[src/rtl/tfvk_pkg.sv]
package tfvk_pkg;

  localparam int unsigned NUM_KEYS_DEF = 4;
  localparam int unsigned NUM_KEYS_MAX = 8;
  localparam int unsigned KEY_IDX_W    = $clog2(NUM_KEYS_MAX);

  localparam int unsigned CFG_IDX_W  = 3;
  localparam int unsigned CFG_DATA_W = 12;
  localparam int unsigned COORD_W    = 12;
  localparam int unsigned POS_W      = 16;

  localparam logic [11:0] X_MAX_RST           = 12'd1514;
  localparam logic [11:0] Y_MAX_RST           = 12'd2558;
  localparam logic [7:0]  MOVE_THRESHOLD_RST  = 8'd18;
  localparam logic [11:0] STRIP_HEIGHT_RST    = 12'd300;
  localparam logic [9:0]  KEY_HALF_WIDTH_RST  = 10'd160;
  localparam logic [9:0]  KEY_HALF_HEIGHT_RST = 10'd150;
  localparam logic [9:0]  DEBOUNCE_TICKS_RST  = 10'd80;

  typedef enum logic [CFG_IDX_W-1:0] {
    CFG_X_MAX           = 3'd0,
    CFG_Y_MAX           = 3'd1,
    CFG_MOVE_THRESHOLD  = 3'd2,
    CFG_STRIP_HEIGHT    = 3'd3,
    CFG_KEY_HALF_WIDTH  = 3'd4,
    CFG_KEY_HALF_HEIGHT = 3'd5,
    CFG_DEBOUNCE_TICKS  = 3'd6
  } cfg_idx_t;

  typedef enum logic {
    REQ_SAMPLE = 1'b0,
    REQ_TICK   = 1'b1
  } req_type_t;

  typedef enum logic {
    REPORT_PEN = 1'b0,
    REPORT_KEY = 1'b1
  } report_kind_t;

  typedef struct packed {
    logic [11:0] x_max;
    logic [11:0] y_max;
    logic [7:0]  move_threshold;
    logic [11:0] strip_height;
    logic [9:0]  key_half_width;
    logic [9:0]  key_half_height;
    logic [9:0]  debounce_ticks;
  } cfg_t;

  typedef struct packed {
    logic                 in_strip;
    logic                 key_hit;
    logic [KEY_IDX_W-1:0] key_idx;
  } hit_t;

  typedef struct packed {
    logic             report_kind;
    logic [POS_W-1:0] pen_x;
    logic [POS_W-1:0] pen_y;
    logic [7:0]       pen_pressure;
    logic             pen_down;
    logic [1:0]       key_index;
    logic             key_pressed;
  } result_t;

endpackage

[src/rtl/tfvk_if.sv]
interface tfvk_in_if;
  logic       valid;
  logic       ready;
  logic       req_type;
  logic [7:0] x_high;
  logic [7:0] y_high;
  logic [7:0] xy_low;
  logic [7:0] pressure;

  modport source (output valid, output req_type, output x_high, output y_high,
                  output xy_low, output pressure, input ready);
  modport sink   (input valid, input req_type, input x_high, input y_high,
                  input xy_low, input pressure, output ready);
endinterface

interface tfvk_out_if;
  logic        valid;
  logic        ready;
  logic        report_kind;
  logic [15:0] pen_x;
  logic [15:0] pen_y;
  logic [7:0]  pen_pressure;
  logic        pen_down;
  logic [1:0]  key_index;
  logic        key_pressed;

  modport source (output valid, output report_kind, output pen_x, output pen_y,
                  output pen_pressure, output pen_down, output key_index,
                  output key_pressed, input ready);
  modport sink   (input valid, input report_kind, input pen_x, input pen_y,
                  input pen_pressure, input pen_down, input key_index,
                  input key_pressed, output ready);
endinterface

[src/rtl/tfvk_cfg.sv]
module tfvk_cfg #(
  parameter int unsigned NUM_KEYS = tfvk_pkg::NUM_KEYS_DEF
) (
  input  logic                            clk,
  input  logic                            rst_n,
  input  logic                            cfg_we,
  input  logic [tfvk_pkg::CFG_IDX_W-1:0]  cfg_index,
  input  logic [tfvk_pkg::CFG_DATA_W-1:0] cfg_data,
  output tfvk_pkg::cfg_t                  cfg,
  output logic [tfvk_pkg::COORD_W-1:0]    key_cx [NUM_KEYS]
);

  // Key center i is x_max*(2i+1)/(2*NUM_KEYS). The numerator is formed when
  // x_max is written, and the division is a multiply by a rounded-up
  // reciprocal, exact for any 16-bit numerator.
  localparam int unsigned DIV = 2 * NUM_KEYS;
  localparam int unsigned NUM_W = 16;
  localparam int unsigned SH = NUM_W + $clog2(DIV);
  localparam longint unsigned MUL = ((64'd1 << SH) + DIV - 1) / DIV;
  localparam int unsigned PW = SH + tfvk_pkg::COORD_W;

  tfvk_pkg::cfg_t cfg_r;

  always_ff @(posedge clk) begin
    if (!rst_n) begin
      cfg_r.x_max           <= tfvk_pkg::X_MAX_RST;
      cfg_r.y_max           <= tfvk_pkg::Y_MAX_RST;
      cfg_r.move_threshold  <= tfvk_pkg::MOVE_THRESHOLD_RST;
      cfg_r.strip_height    <= tfvk_pkg::STRIP_HEIGHT_RST;
      cfg_r.key_half_width  <= tfvk_pkg::KEY_HALF_WIDTH_RST;
      cfg_r.key_half_height <= tfvk_pkg::KEY_HALF_HEIGHT_RST;
      cfg_r.debounce_ticks  <= tfvk_pkg::DEBOUNCE_TICKS_RST;
    end else if (cfg_we) begin
      unique case (tfvk_pkg::cfg_idx_t'(cfg_index))
        tfvk_pkg::CFG_X_MAX:           cfg_r.x_max           <= cfg_data;
        tfvk_pkg::CFG_Y_MAX:           cfg_r.y_max           <= cfg_data;
        tfvk_pkg::CFG_MOVE_THRESHOLD:  cfg_r.move_threshold  <= cfg_data[7:0];
        tfvk_pkg::CFG_STRIP_HEIGHT:    cfg_r.strip_height    <= cfg_data;
        tfvk_pkg::CFG_KEY_HALF_WIDTH:  cfg_r.key_half_width  <= cfg_data[9:0];
        tfvk_pkg::CFG_KEY_HALF_HEIGHT: cfg_r.key_half_height <= cfg_data[9:0];
        tfvk_pkg::CFG_DEBOUNCE_TICKS:  cfg_r.debounce_ticks  <= cfg_data[9:0];
        default: ;
      endcase
    end
  end

  assign cfg = cfg_r;

  for (genvar i = 0; i < NUM_KEYS; i++) begin : g_center
    localparam int unsigned ODD = 2 * i + 1;
    localparam logic [NUM_W-1:0] V_RST = NUM_W'(tfvk_pkg::X_MAX_RST * ODD);
    localparam logic [tfvk_pkg::COORD_W-1:0] CX_RST =
      tfvk_pkg::COORD_W'((tfvk_pkg::X_MAX_RST * ODD) / DIV);

    logic [NUM_W-1:0]            num_r;
    logic [PW-1:0]               prod;
    logic [tfvk_pkg::COORD_W-1:0] cx_r;

    always_ff @(posedge clk) begin
      if (!rst_n) begin
        num_r <= V_RST;
      end else if (cfg_we && cfg_index == tfvk_pkg::CFG_X_MAX) begin
        num_r <= NUM_W'(cfg_data) * NUM_W'(ODD);
      end
    end

    assign prod = PW'(num_r) * PW'(MUL);

    always_ff @(posedge clk) begin
      if (!rst_n) begin
        cx_r <= CX_RST;
      end else begin
        cx_r <= prod[SH +: tfvk_pkg::COORD_W];
      end
    end

    assign key_cx[i] = cx_r;
  end

endmodule

[src/rtl/tfvk_key_hit.sv]
module tfvk_key_hit #(
  parameter int unsigned NUM_KEYS = tfvk_pkg::NUM_KEYS_DEF
) (
  input  tfvk_pkg::cfg_t               cfg,
  input  logic [tfvk_pkg::COORD_W-1:0] key_cx [NUM_KEYS],
  input  logic [tfvk_pkg::POS_W-1:0]   pt_x,
  input  logic [tfvk_pkg::POS_W-1:0]   pt_y,
  output tfvk_pkg::hit_t               hit
);

  // Geometry is signed so that a strip start or key center below zero
  // compares correctly against the never negative point.
  logic signed [17:0] px_s;
  logic signed [17:0] py_s;
  logic signed [17:0] strip_lo;
  logic signed [17:0] cy;
  logic signed [17:0] dy;
  logic signed [17:0] ady;
  logic               y_ok;
  logic [NUM_KEYS-1:0] x_ok;

  assign px_s     = $signed({2'b00, pt_x});
  assign py_s     = $signed({2'b00, pt_y});
  assign strip_lo = $signed({6'd0, cfg.y_max}) - $signed({6'd0, cfg.strip_height});
  assign cy       = $signed({6'd0, cfg.y_max}) - 18'sd2;
  assign dy       = py_s - cy;
  assign ady      = (dy < 0) ? -dy : dy;
  assign y_ok     = ady <= $signed({8'd0, cfg.key_half_height});

  for (genvar i = 0; i < NUM_KEYS; i++) begin : g_x
    logic signed [17:0] dx;
    logic signed [17:0] adx;
    assign dx      = px_s - $signed({6'd0, key_cx[i]});
    assign adx     = (dx < 0) ? -dx : dx;
    assign x_ok[i] = adx <= $signed({8'd0, cfg.key_half_width});
  end

  always_comb begin
    hit.in_strip = (pt_x <= {4'd0, cfg.x_max}) && (py_s >= strip_lo) &&
                   (pt_y <= {4'd0, cfg.y_max});
    hit.key_hit  = 1'b0;
    hit.key_idx  = '0;
    // Walk down so the lowest matching key is the one left standing.
    for (int i = NUM_KEYS - 1; i >= 0; i--) begin
      if (x_ok[i] && y_ok) begin
        hit.key_hit = 1'b1;
        hit.key_idx = tfvk_pkg::KEY_IDX_W'(i);
      end
    end
  end

endmodule

[src/rtl/tfvk_core.sv]
module tfvk_core #(
  parameter int unsigned NUM_KEYS = tfvk_pkg::NUM_KEYS_DEF
) (
  input  logic                         clk,
  input  logic                         rst_n,
  tfvk_in_if.sink                      in_ch,
  tfvk_out_if.source                   out_ch,
  input  tfvk_pkg::cfg_t               cfg,
  input  logic [tfvk_pkg::COORD_W-1:0] key_cx [NUM_KEYS]
);

  localparam int unsigned PW = tfvk_pkg::POS_W;
  localparam int unsigned KW = tfvk_pkg::KEY_IDX_W;

  // Input register.
  logic       in_valid_r;
  logic       in_type_r;
  logic [7:0] in_xh_r;
  logic [7:0] in_yh_r;
  logic [7:0] in_lo_r;
  logic [7:0] in_p_r;

  // Tracking state.
  logic [PW-1:0] last_x_r, last_x_nxt;
  logic [PW-1:0] last_y_r, last_y_nxt;
  logic          first_r, first_nxt;
  logic          held_valid_r, held_valid_nxt;
  logic [KW-1:0] held_r, held_nxt;
  logic          released_r, released_nxt;
  logic          press_sent_r, press_sent_nxt;
  logic          area_first_r, area_first_nxt;
  logic [9:0]    count_r, count_nxt;

  // Result register.
  logic              out_valid_r;
  tfvk_pkg::result_t out_r;
  tfvk_pkg::result_t res;
  logic              res_valid;

  logic                      advance;
  logic                      is_tick;
  logic                      pressed;
  logic [tfvk_pkg::COORD_W-1:0] raw_x;
  logic [tfvk_pkg::COORD_W-1:0] raw_y;
  logic [PW-1:0]             px;
  logic [PW-1:0]             py;
  logic [PW-1:0]             dx;
  logic [PW-1:0]             dy;
  logic                      moved;
  logic [PW-1:0]             pt_x;
  logic [PW-1:0]             pt_y;
  tfvk_pkg::hit_t            hit;

  // The stage moves on whenever the result register is free or being drained.
  assign advance     = in_valid_r && (!out_valid_r || out_ch.ready);
  assign in_ch.ready = !in_valid_r || advance;

  always_ff @(posedge clk) begin
    if (!rst_n) begin
      in_valid_r <= 1'b0;
    end else if (in_ch.ready) begin
      in_valid_r <= in_ch.valid;
    end
  end

  always_ff @(posedge clk) begin
    if (in_ch.valid && in_ch.ready) begin
      in_type_r <= in_ch.req_type;
      in_xh_r   <= in_ch.x_high;
      in_yh_r   <= in_ch.y_high;
      in_lo_r   <= in_ch.xy_low;
      in_p_r    <= in_ch.pressure;
    end
  end

  assign is_tick = in_type_r == tfvk_pkg::REQ_TICK;
  assign pressed = in_p_r != 8'd0;
  assign raw_x   = {in_xh_r, in_lo_r[3:0]};
  assign raw_y   = {in_yh_r, in_lo_r[7:4]};
  assign px      = {4'd0, cfg.x_max} - {4'd0, raw_x};
  assign py      = {4'd0, cfg.y_max} - {4'd0, raw_y};
  assign dx      = (last_x_r > px) ? last_x_r - px : px - last_x_r;
  assign dy      = (last_y_r > py) ? last_y_r - py : py - last_y_r;
  assign moved   = (dx > {8'd0, cfg.move_threshold}) || (dy > {8'd0, cfg.move_threshold});

  // A press is tested at the new point; a release or a tick at the last one.
  assign pt_x = (!is_tick && pressed) ? px : last_x_r;
  assign pt_y = (!is_tick && pressed) ? py : last_y_r;

  tfvk_key_hit #(
    .NUM_KEYS (NUM_KEYS)
  ) u_key_hit (
    .cfg    (cfg),
    .key_cx (key_cx),
    .pt_x   (pt_x),
    .pt_y   (pt_y),
    .hit    (hit)
  );

  always_comb begin
    last_x_nxt     = last_x_r;
    last_y_nxt     = last_y_r;
    first_nxt      = first_r;
    held_valid_nxt = held_valid_r;
    held_nxt       = held_r;
    released_nxt   = released_r;
    press_sent_nxt = press_sent_r;
    area_first_nxt = area_first_r;
    count_nxt      = count_r;
    res_valid      = 1'b0;
    res            = '0;

    if (advance) begin
      if (is_tick) begin
        if (count_r != 10'd0) begin
          count_nxt = count_r - 10'd1;
          if (count_r == 10'd1) begin
            if (hit.key_hit && held_valid_r && hit.key_idx == held_r) begin
              released_nxt    = 1'b0;
              press_sent_nxt  = 1'b1;
              res_valid       = 1'b1;
              res.report_kind = tfvk_pkg::REPORT_KEY;
              res.key_index   = held_r[1:0];
              res.key_pressed = 1'b1;
            end else begin
              released_nxt   = 1'b1;
              held_valid_nxt = 1'b0;
              held_nxt       = '0;
              press_sent_nxt = 1'b0;
            end
          end
        end
      end else if (pressed) begin
        if (first_r || moved) begin
          first_nxt  = 1'b0;
          last_x_nxt = px;
          last_y_nxt = py;
          if (hit.in_strip) begin
            // Touches in the strip only arm the debounce; they never report.
            if (!((!released_r && held_valid_r) || area_first_r) && hit.key_hit) begin
              held_nxt       = hit.key_idx;
              held_valid_nxt = 1'b1;
              released_nxt   = 1'b0;
              press_sent_nxt = 1'b0;
              count_nxt      = (cfg.debounce_ticks == 10'd0) ? 10'd1 : cfg.debounce_ticks;
            end
          end else begin
            area_first_nxt   = 1'b1;
            res_valid        = 1'b1;
            res.report_kind  = tfvk_pkg::REPORT_PEN;
            res.pen_x        = px;
            res.pen_y        = py;
            res.pen_pressure = in_p_r;
            res.pen_down     = 1'b1;
          end
        end
      end else begin
        first_nxt      = 1'b1;
        area_first_nxt = 1'b0;
        res_valid      = 1'b1;
        if (hit.in_strip) begin
          count_nxt = 10'd0;
          if (held_valid_r && !released_r && press_sent_r) begin
            res.report_kind = tfvk_pkg::REPORT_KEY;
            res.key_index   = held_r[1:0];
            res.key_pressed = 1'b0;
          end
          released_nxt   = 1'b0;
          held_valid_nxt = 1'b0;
          held_nxt       = '0;
          press_sent_nxt = 1'b0;
        end
      end
    end
  end

  always_ff @(posedge clk) begin
    if (!rst_n) begin
      last_x_r     <= '0;
      last_y_r     <= '0;
      first_r      <= 1'b1;
      held_valid_r <= 1'b0;
      held_r       <= '0;
      released_r   <= 1'b1;
      press_sent_r <= 1'b1;
      area_first_r <= 1'b0;
      count_r      <= '0;
    end else begin
      last_x_r     <= last_x_nxt;
      last_y_r     <= last_y_nxt;
      first_r      <= first_nxt;
      held_valid_r <= held_valid_nxt;
      held_r       <= held_nxt;
      released_r   <= released_nxt;
      press_sent_r <= press_sent_nxt;
      area_first_r <= area_first_nxt;
      count_r      <= count_nxt;
    end
  end

  always_ff @(posedge clk) begin
    if (!rst_n) begin
      out_valid_r <= 1'b0;
    end else if (res_valid) begin
      out_valid_r <= 1'b1;
    end else if (out_ch.ready) begin
      out_valid_r <= 1'b0;
    end
  end

  always_ff @(posedge clk) begin
    if (res_valid) begin
      out_r <= res;
    end
  end

  assign out_ch.valid        = out_valid_r;
  assign out_ch.report_kind  = out_r.report_kind;
  assign out_ch.pen_x        = out_r.pen_x;
  assign out_ch.pen_y        = out_r.pen_y;
  assign out_ch.pen_pressure = out_r.pen_pressure;
  assign out_ch.pen_down     = out_r.pen_down;
  assign out_ch.key_index    = out_r.key_index;
  assign out_ch.key_pressed  = out_r.key_pressed;

endmodule

[src/rtl/touch_filter_virtual_keys.sv]
// Touch panel front end with virtual keys along the bottom edge.
// in_ch carries touch samples and 1 ms ticks (req_type selects which); out_ch
// carries pen reports and key press/release reports. An item is transferred
// when valid and ready are both high. Each input gives zero or one result.
// An item waits in the input register until the stage advances, and its
// result is then registered. Throughput: one item per cycle while out_ch
// takes results, set by the single input register to result register pass;
// the mirror, move test and key box compares all sit in that pass.
// The cfg_* port writes one register per cycle with cfg_we high; the user
// must have it written only while no item is in flight; nothing enforces it.
// A new x_max reaches the key centers through a registered reciprocal multiply.
// Reset (rst_n low, synchronous) restores the register defaults, clears the
// tracking state and empties both the input and output registers.
// When out_ch stalls the result is held; one more item can be taken into the
// input register, after which in_ch.ready stays low until the result leaves.
module touch_filter_virtual_keys #(
  parameter int unsigned NUM_KEYS = tfvk_pkg::NUM_KEYS_DEF
) (
  input  logic                            clk,
  input  logic                            rst_n,
  tfvk_in_if.sink                         in_ch,
  tfvk_out_if.source                      out_ch,
  input  logic                            cfg_we,
  input  logic [tfvk_pkg::CFG_IDX_W-1:0]  cfg_index,
  input  logic [tfvk_pkg::CFG_DATA_W-1:0] cfg_data
);

  tfvk_pkg::cfg_t               cfg;
  logic [tfvk_pkg::COORD_W-1:0] key_cx [NUM_KEYS];

  tfvk_cfg #(
    .NUM_KEYS (NUM_KEYS)
  ) u_cfg (
    .clk       (clk),
    .rst_n     (rst_n),
    .cfg_we    (cfg_we),
    .cfg_index (cfg_index),
    .cfg_data  (cfg_data),
    .cfg       (cfg),
    .key_cx    (key_cx)
  );

  tfvk_core #(
    .NUM_KEYS (NUM_KEYS)
  ) u_core (
    .clk    (clk),
    .rst_n  (rst_n),
    .in_ch  (in_ch),
    .out_ch (out_ch),
    .cfg    (cfg),
    .key_cx (key_cx)
  );

endmodule

[src/flat_wrapper.sv]
// flat-port wrapper written by rule: the top's interface ports become plain ports
module touch_filter_virtual_keys_flat 
#(
  parameter int unsigned NUM_KEYS = tfvk_pkg::NUM_KEYS_DEF
)
  (clk, rst_n, cfg_we, cfg_index, cfg_data, in_ch_valid, in_ch_req_type, in_ch_x_high, in_ch_y_high, in_ch_xy_low, in_ch_pressure, in_ch_ready, out_ch_valid, out_ch_report_kind, out_ch_pen_x, out_ch_pen_y, out_ch_pen_pressure, out_ch_pen_down, out_ch_key_index, out_ch_key_pressed, out_ch_ready);
  tfvk_in_if in_ch_i ();
  tfvk_out_if out_ch_i ();
  input  logic clk;
  input  logic rst_n;
  input  logic cfg_we;
  input  logic [tfvk_pkg::CFG_IDX_W-1:0] cfg_index;
  input  logic [tfvk_pkg::CFG_DATA_W-1:0] cfg_data;
  input wire logic [$bits(in_ch_i.valid)-1:0] in_ch_valid;
  input wire logic [$bits(in_ch_i.req_type)-1:0] in_ch_req_type;
  input wire logic [$bits(in_ch_i.x_high)-1:0] in_ch_x_high;
  input wire logic [$bits(in_ch_i.y_high)-1:0] in_ch_y_high;
  input wire logic [$bits(in_ch_i.xy_low)-1:0] in_ch_xy_low;
  input wire logic [$bits(in_ch_i.pressure)-1:0] in_ch_pressure;
  output wire logic [$bits(in_ch_i.ready)-1:0] in_ch_ready;
  output wire logic [$bits(out_ch_i.valid)-1:0] out_ch_valid;
  output wire logic [$bits(out_ch_i.report_kind)-1:0] out_ch_report_kind;
  output wire logic [$bits(out_ch_i.pen_x)-1:0] out_ch_pen_x;
  output wire logic [$bits(out_ch_i.pen_y)-1:0] out_ch_pen_y;
  output wire logic [$bits(out_ch_i.pen_pressure)-1:0] out_ch_pen_pressure;
  output wire logic [$bits(out_ch_i.pen_down)-1:0] out_ch_pen_down;
  output wire logic [$bits(out_ch_i.key_index)-1:0] out_ch_key_index;
  output wire logic [$bits(out_ch_i.key_pressed)-1:0] out_ch_key_pressed;
  input wire logic [$bits(out_ch_i.ready)-1:0] out_ch_ready;
  assign in_ch_i.valid = in_ch_valid;
  assign in_ch_i.req_type = in_ch_req_type;
  assign in_ch_i.x_high = in_ch_x_high;
  assign in_ch_i.y_high = in_ch_y_high;
  assign in_ch_i.xy_low = in_ch_xy_low;
  assign in_ch_i.pressure = in_ch_pressure;
  assign in_ch_ready = in_ch_i.ready;
  assign out_ch_valid = out_ch_i.valid;
  assign out_ch_report_kind = out_ch_i.report_kind;
  assign out_ch_pen_x = out_ch_i.pen_x;
  assign out_ch_pen_y = out_ch_i.pen_y;
  assign out_ch_pen_pressure = out_ch_i.pen_pressure;
  assign out_ch_pen_down = out_ch_i.pen_down;
  assign out_ch_key_index = out_ch_i.key_index;
  assign out_ch_key_pressed = out_ch_i.key_pressed;
  assign out_ch_i.ready = out_ch_ready;
  touch_filter_virtual_keys #(.NUM_KEYS(NUM_KEYS)) u_core (.clk(clk), .rst_n(rst_n), .in_ch(in_ch_i), .out_ch(out_ch_i), .cfg_we(cfg_we), .cfg_index(cfg_index), .cfg_data(cfg_data));
endmodule
[config.mk]
export PLATFORM = sky130hd
export DESIGN_NAME = touch_filter_virtual_keys_flat
export DESIGN_NICKNAME = d
export VERILOG_FILES = /design/src/rtl/tfvk_pkg.sv /design/src/rtl/tfvk_if.sv /design/src/rtl/tfvk_cfg.sv /design/src/rtl/tfvk_key_hit.sv /design/src/rtl/tfvk_core.sv /design/src/rtl/touch_filter_virtual_keys.sv /design/src/flat_wrapper.sv
export SDC_FILE = /design/constraint.sdc
export NUM_CORES = 1
export LEC_CHECK = 0
export BUFFER_PORTS_ARGS = -buffer_cell sky130_fd_sc_hd__buf_2
export CORE_MARGIN = 2
export CORE_UTILIZATION = 63
export CTS_CLUSTER_DIAMETER = 30
export CTS_CLUSTER_SIZE = 10
export DETAILED_ROUTE_END_ITERATION = 8
export PLACE_DENSITY = 0.81
export SYNTH_ARGS = -nofsm -noshare
export SYNTH_HDL_FRONTEND = slang
export SYNTH_SLANG_ARGS = --single-unit
[constraint.sdc]
create_clock -name clk -period 19.3 [get_ports clk]
set_input_delay 0.965 -clock clk [delete_from_list [all_inputs] [get_ports clk]]
set_output_delay 0.965 -clock clk [all_outputs]
set_load 0.005 [all_outputs]
==> summary.md <==
| Metric | Value |
|---|---|
| Clock input transition at the sequential cells of the worst setup and hold paths | about 0.04 ns |
| Dpl ws | 10.35 ns |
| CP startpoint kind | flop |
| Wire per inst | between 20 and 25 um |
| Top post-synthesis cells by area | dfxtp_1 17%, ha_1 15%, edfxtp_1 9.5%, nand2_1 4.9%, a21oi_1 4.9% |
| Period utilisation layout | a little under half |
| Gpl congestion | just under 1 |
| Die area | approximately 38000 um^2 |
| Vias per inst | between 6 and 7 |
| Initial antenna violation count | 0 |
| Final min period | between 9 and 10 ns |
| Worst Setup SP | u_core.u_core.in_lo_r[1] |
| Crit Path Category | flop to flop |
| Crit path buffers/inverters | 4 |
| Syn_nets | between 3k and 4k |
| Final routed DRC violation total | 0 |
| I/O Pins | 100 |
| Flops & latches, synth | 270 |
| Largest net degree at the start of global routing | 100 |
| Cell Rows | slightly below 70 |
| WL final | just under 70 mm |
| Setup violators final | 0 |
| CTS H-tree depth | 3 |
| Final nets | around 3.2k |
| Top FF cell, synth | dfxtp_1 |
| Commonest non-fill, non-tap cell in the layout | nand2_1 |
| Core Util, Final | approximately 73% |
| Synth Area in Compound Gates | a little under a quarter |
| Hold_ws | approximately 0.43 ns |
| Ant diodes | 0 |
| Ys async rst share | 0% |
| Delay-heaviest family, CP | compound AO/OA/AOI/OAI gates |
| PD cells | between 100 and 150 nW/um^2 |
| Final ANT Viol Nets | 0 |
| Clk network pwr share | 45.3% |
| Pleak | 11.5 nW |
| Worst EP arrival | about 9.5 ns |
| DR iter-0 viols | roughly 1.6k |
| Cell accounting for the most synthesized area | dfxtp_1 |
| Initial core utilization | 63.9% |
| Hold Path Depth | 1 |
| PortBufs | 99 |
| Share of power burned in registers | between 20% and 30% |
| Worst min path class | flop to flop |
| Clock Skews | about 0.045 ns |
| Slew @ Worst Pin | roughly 1.1 ns |
| Vias in the first global route | approximately 21k |
| Setup bufs post-CTS | 0 |
| Fin cells | 3391 |
| Crit-path max cell delay | ~0.83 ns |
| Slowest cell on crit path | nand2b_2 |
| Syn-to-layout area delta | 14.2% |
| Main combinational cell family by area after synthesis | compound AO/OA/AOI/OAI gates |
| Drt first pass iters | 7 |
| Setup ws final | slightly above 10 ns |
| Dpl hpwl | between 50 and 60 mm |
| Die Ht | between 150 and 200 um |
| CTS tree | yes |
| Critical path capture point type | flop |
| Post-synthesis xor/xnor area fraction | about 5.8% |
| Pint | roughly 0.0017 W |
| Clock net sink count | 270 |
| Post-CTS resize count | 0 |
| CTS root buf | clkbuf_16 |
| Clock Tree Buf Depth | 3 |
| Data required time at the worst endpoint | around 20 ns |
| Switching pwr | between 0.0008 and 0.0009 W |
| First-pass GRT wire length | between 100 and 150 mm |
| Fill cells | ~2.8k |
| Netlist cell types | 104 |
| Die Wd | just under 200 um |
| Area share of the largest cell type after synthesis | roughly 17% |
| RR Endpoint | u_core.u_core.out_ch.pen_pressure[3] |
| # hold bufs at CTS | 0 |
| Worst skew pair latency | approximately 0.59 ns |
| Inst Count DP | ~3.3k |
| CP Depth | 33 |
| Cells after synthesis | approximately 2.8k |
| R2R Path Start | u_core.u_core.in_lo_r[1] |
| Combinational share of power | roughly 31% |
| Synthesized area per cell | between 8 and 9 um^2 |
| Sequential area share after synthesis | 27.0% |
| Via count | approximately 21k |
| Worst VDD drop | 0.0964 mV |
| RSZ-0062 raised after global routing | false |
| Layout cells sized above 1 | about a tenth |
| Syn Std Cell Area | around 23000 um^2 |
| Achievable Freq | around 110 MHz |
| Most frequent cells in the layout | 295 x nand2_1, 279 x ha_1, 232 x inv_1 |
| MaxCap Viol Count | 0 |
| Crit-path max FO | 52 |
| Mux contribution to synthesized area | less than 1% |
| Adder-Cell Fraction of Synth Area | roughly 18% |
| Crit path to | u_core.u_core.out_ch.pen_pressure[3] |
| Cts bufs inserted | 67 |
| Yosys warning count | 0 |
| Worst Reg-to-Reg Cells | 33 |
| Final Hold Vio Count | 0 |
| Gr ovfl total | 0 |
| Worst slew margin | roughly 22% |
| Post-synthesis simple-gate area fraction | around 20% |
| Sw Ratio | roughly 33% |
| Post-synth EDFFs | about 70 |
| Flop-to-flop setup slack | between 10 and 15 ns |
| Core area | ~36000 um^2 |
| Status | finished, final reports clean |
| Slew Viols, Final | 0 |
| Setup TNS | 0 ns |
| Overall Global Routing Usage | about 35% |
[Yosys cell counts, types with 33 or more instances]
cell type	n
inv_1	232
dfxtp_1	198
a21o_1	47
a21oi_1	221
nand2_1	295
nor2_1	206
o21ai_0	138
ha_1	279
xor2_1	51
o211ai_1	48
nand4_1	33
nand3_1	61
nand2b_1	54
clkbuf_1	69
edfxtp_1	72
o21a_1	59
xnor2_1	92
nor2b_1	56
and2_1	59
nor3_1	55
[kinds of logic after synthesis]
family | count (synthesis)
AO/OA/AOI/OAI | 786
XOR/XNOR | 147
adder cells (fa/ha/maj) | 310
buffers and inverters | 333
flip-flops | 270
multiplexers | 15
AND/OR/NAND/NOR | 924
[power by group through the flow]
stage | registers (W) | clock network, W | logic, W
4_1_cts | 0.000616 | 0.00118 | 0.000792
5_1_grt | 0.000618 | 0.00121 | 0.000890
3_3_place_gp | 0.000625 | 0 | 0.000755
3_5_place_dp | 0.000626 | 0 | 0.000781
6_report | 0.000617 | 0.00118 | 0.000805
2_1_floorplan | 0.000621 | 0 | 0.000594
[layer usage]
metal	up-vias	GRT usage [%]	wire [um]
met5	-	0	0
met4	0	17.2	3250
met3	207	5.67	4870
met2	842	59.2	31500
met1	10000	44.9	28400
li1	10200	-	-
[worst min-delay path by stage]
stage	from	slack, ns	to
2_1_floorplan	u_core.u_cfg.g_center[1].num_r[3]	0.41	u_core.u_cfg.g_center[1].cx_r[0]
3_3_place_gp	u_core.u_cfg.g_center[1].num_r[12]	0.42	u_core.u_cfg.g_center[1].cx_r[9]
3_5_place_dp	u_core.u_cfg.g_center[3].num_r[5]	0.42	u_core.u_cfg.g_center[3].cx_r[2]
4_1_cts	u_core.u_cfg.g_center[3].num_r[5]	0.43	u_core.u_cfg.g_center[3].cx_r[2]
5_1_grt	u_core.u_cfg.g_center[3].num_r[7]	0.46	u_core.u_cfg.g_center[3].num_r[7]
6_report	u_core.u_cfg.g_center[3].num_r[5]	0.43	u_core.u_cfg.g_center[3].cx_r[2]
[through the flow]
stage	cell area, um^2	total power (W)
floorplan	22700	0.00121
global placement	23500	0.00138
detailed placement	23500	0.00141
CTS	25900	0.00259
global route	25900	0.00272
finish	25900	0.00260
[final cells by class]
| class | instances | area (um^2) | share of cell area, % |
|---|---|---|---|
| clock inverter | 35 | 520 | 2.01 |
| sequential | 270 | 6130 | 23.6 |
| timing repair buffer | 120 | 656 | 2.53 |
| tap | 461 | 577 | 2.22 |
| clock buffer | 86 | 1880 | 7.24 |
| multi-input combinational | 2182 | 15300 | 58.9 |
| inverter | 237 | 895 | 3.45 |
[registers in the layout (all words and copies together), names as in the netlist, 2 cells and up]
register and count:
u_core.u_core.in_lo_r 8, u_core.u_core.last_x_r 13, u_core.u_core.last_y_r 13, u_core.u_core.count_r 10, u_core.u_core.in_xh_r 8, u_core.u_core.held_r 2
u_core.u_cfg.g_center.cx_r 44, u_core.u_cfg.g_center.num_r 35, u_core.u_core.out_ch.pen_y 13, u_core.u_core.in_yh_r 8, u_core.u_cfg.cfg 74, u_core.u_core.out_ch.key_index 2
u_core.u_core.in_p_r 8, u_core.u_core.out_ch.pen_pressure 8, u_core.u_core.out_ch.pen_x 13
[worst reg2reg max path, delay by kind of cell (launching register included)]
kind / cells / cell delay (ns)
AOI/OAI and AO/OA: 15 / 3.87
xor gates and xnor gates: 2 / 0.64
adders and majority gates: 3 / 0.91
buffers and inverters: 4 / 0.70
DFF: 1 / 0.41
and+or+nand+nor: 9 / 2.34
Power figures use the tool's default switching activity.
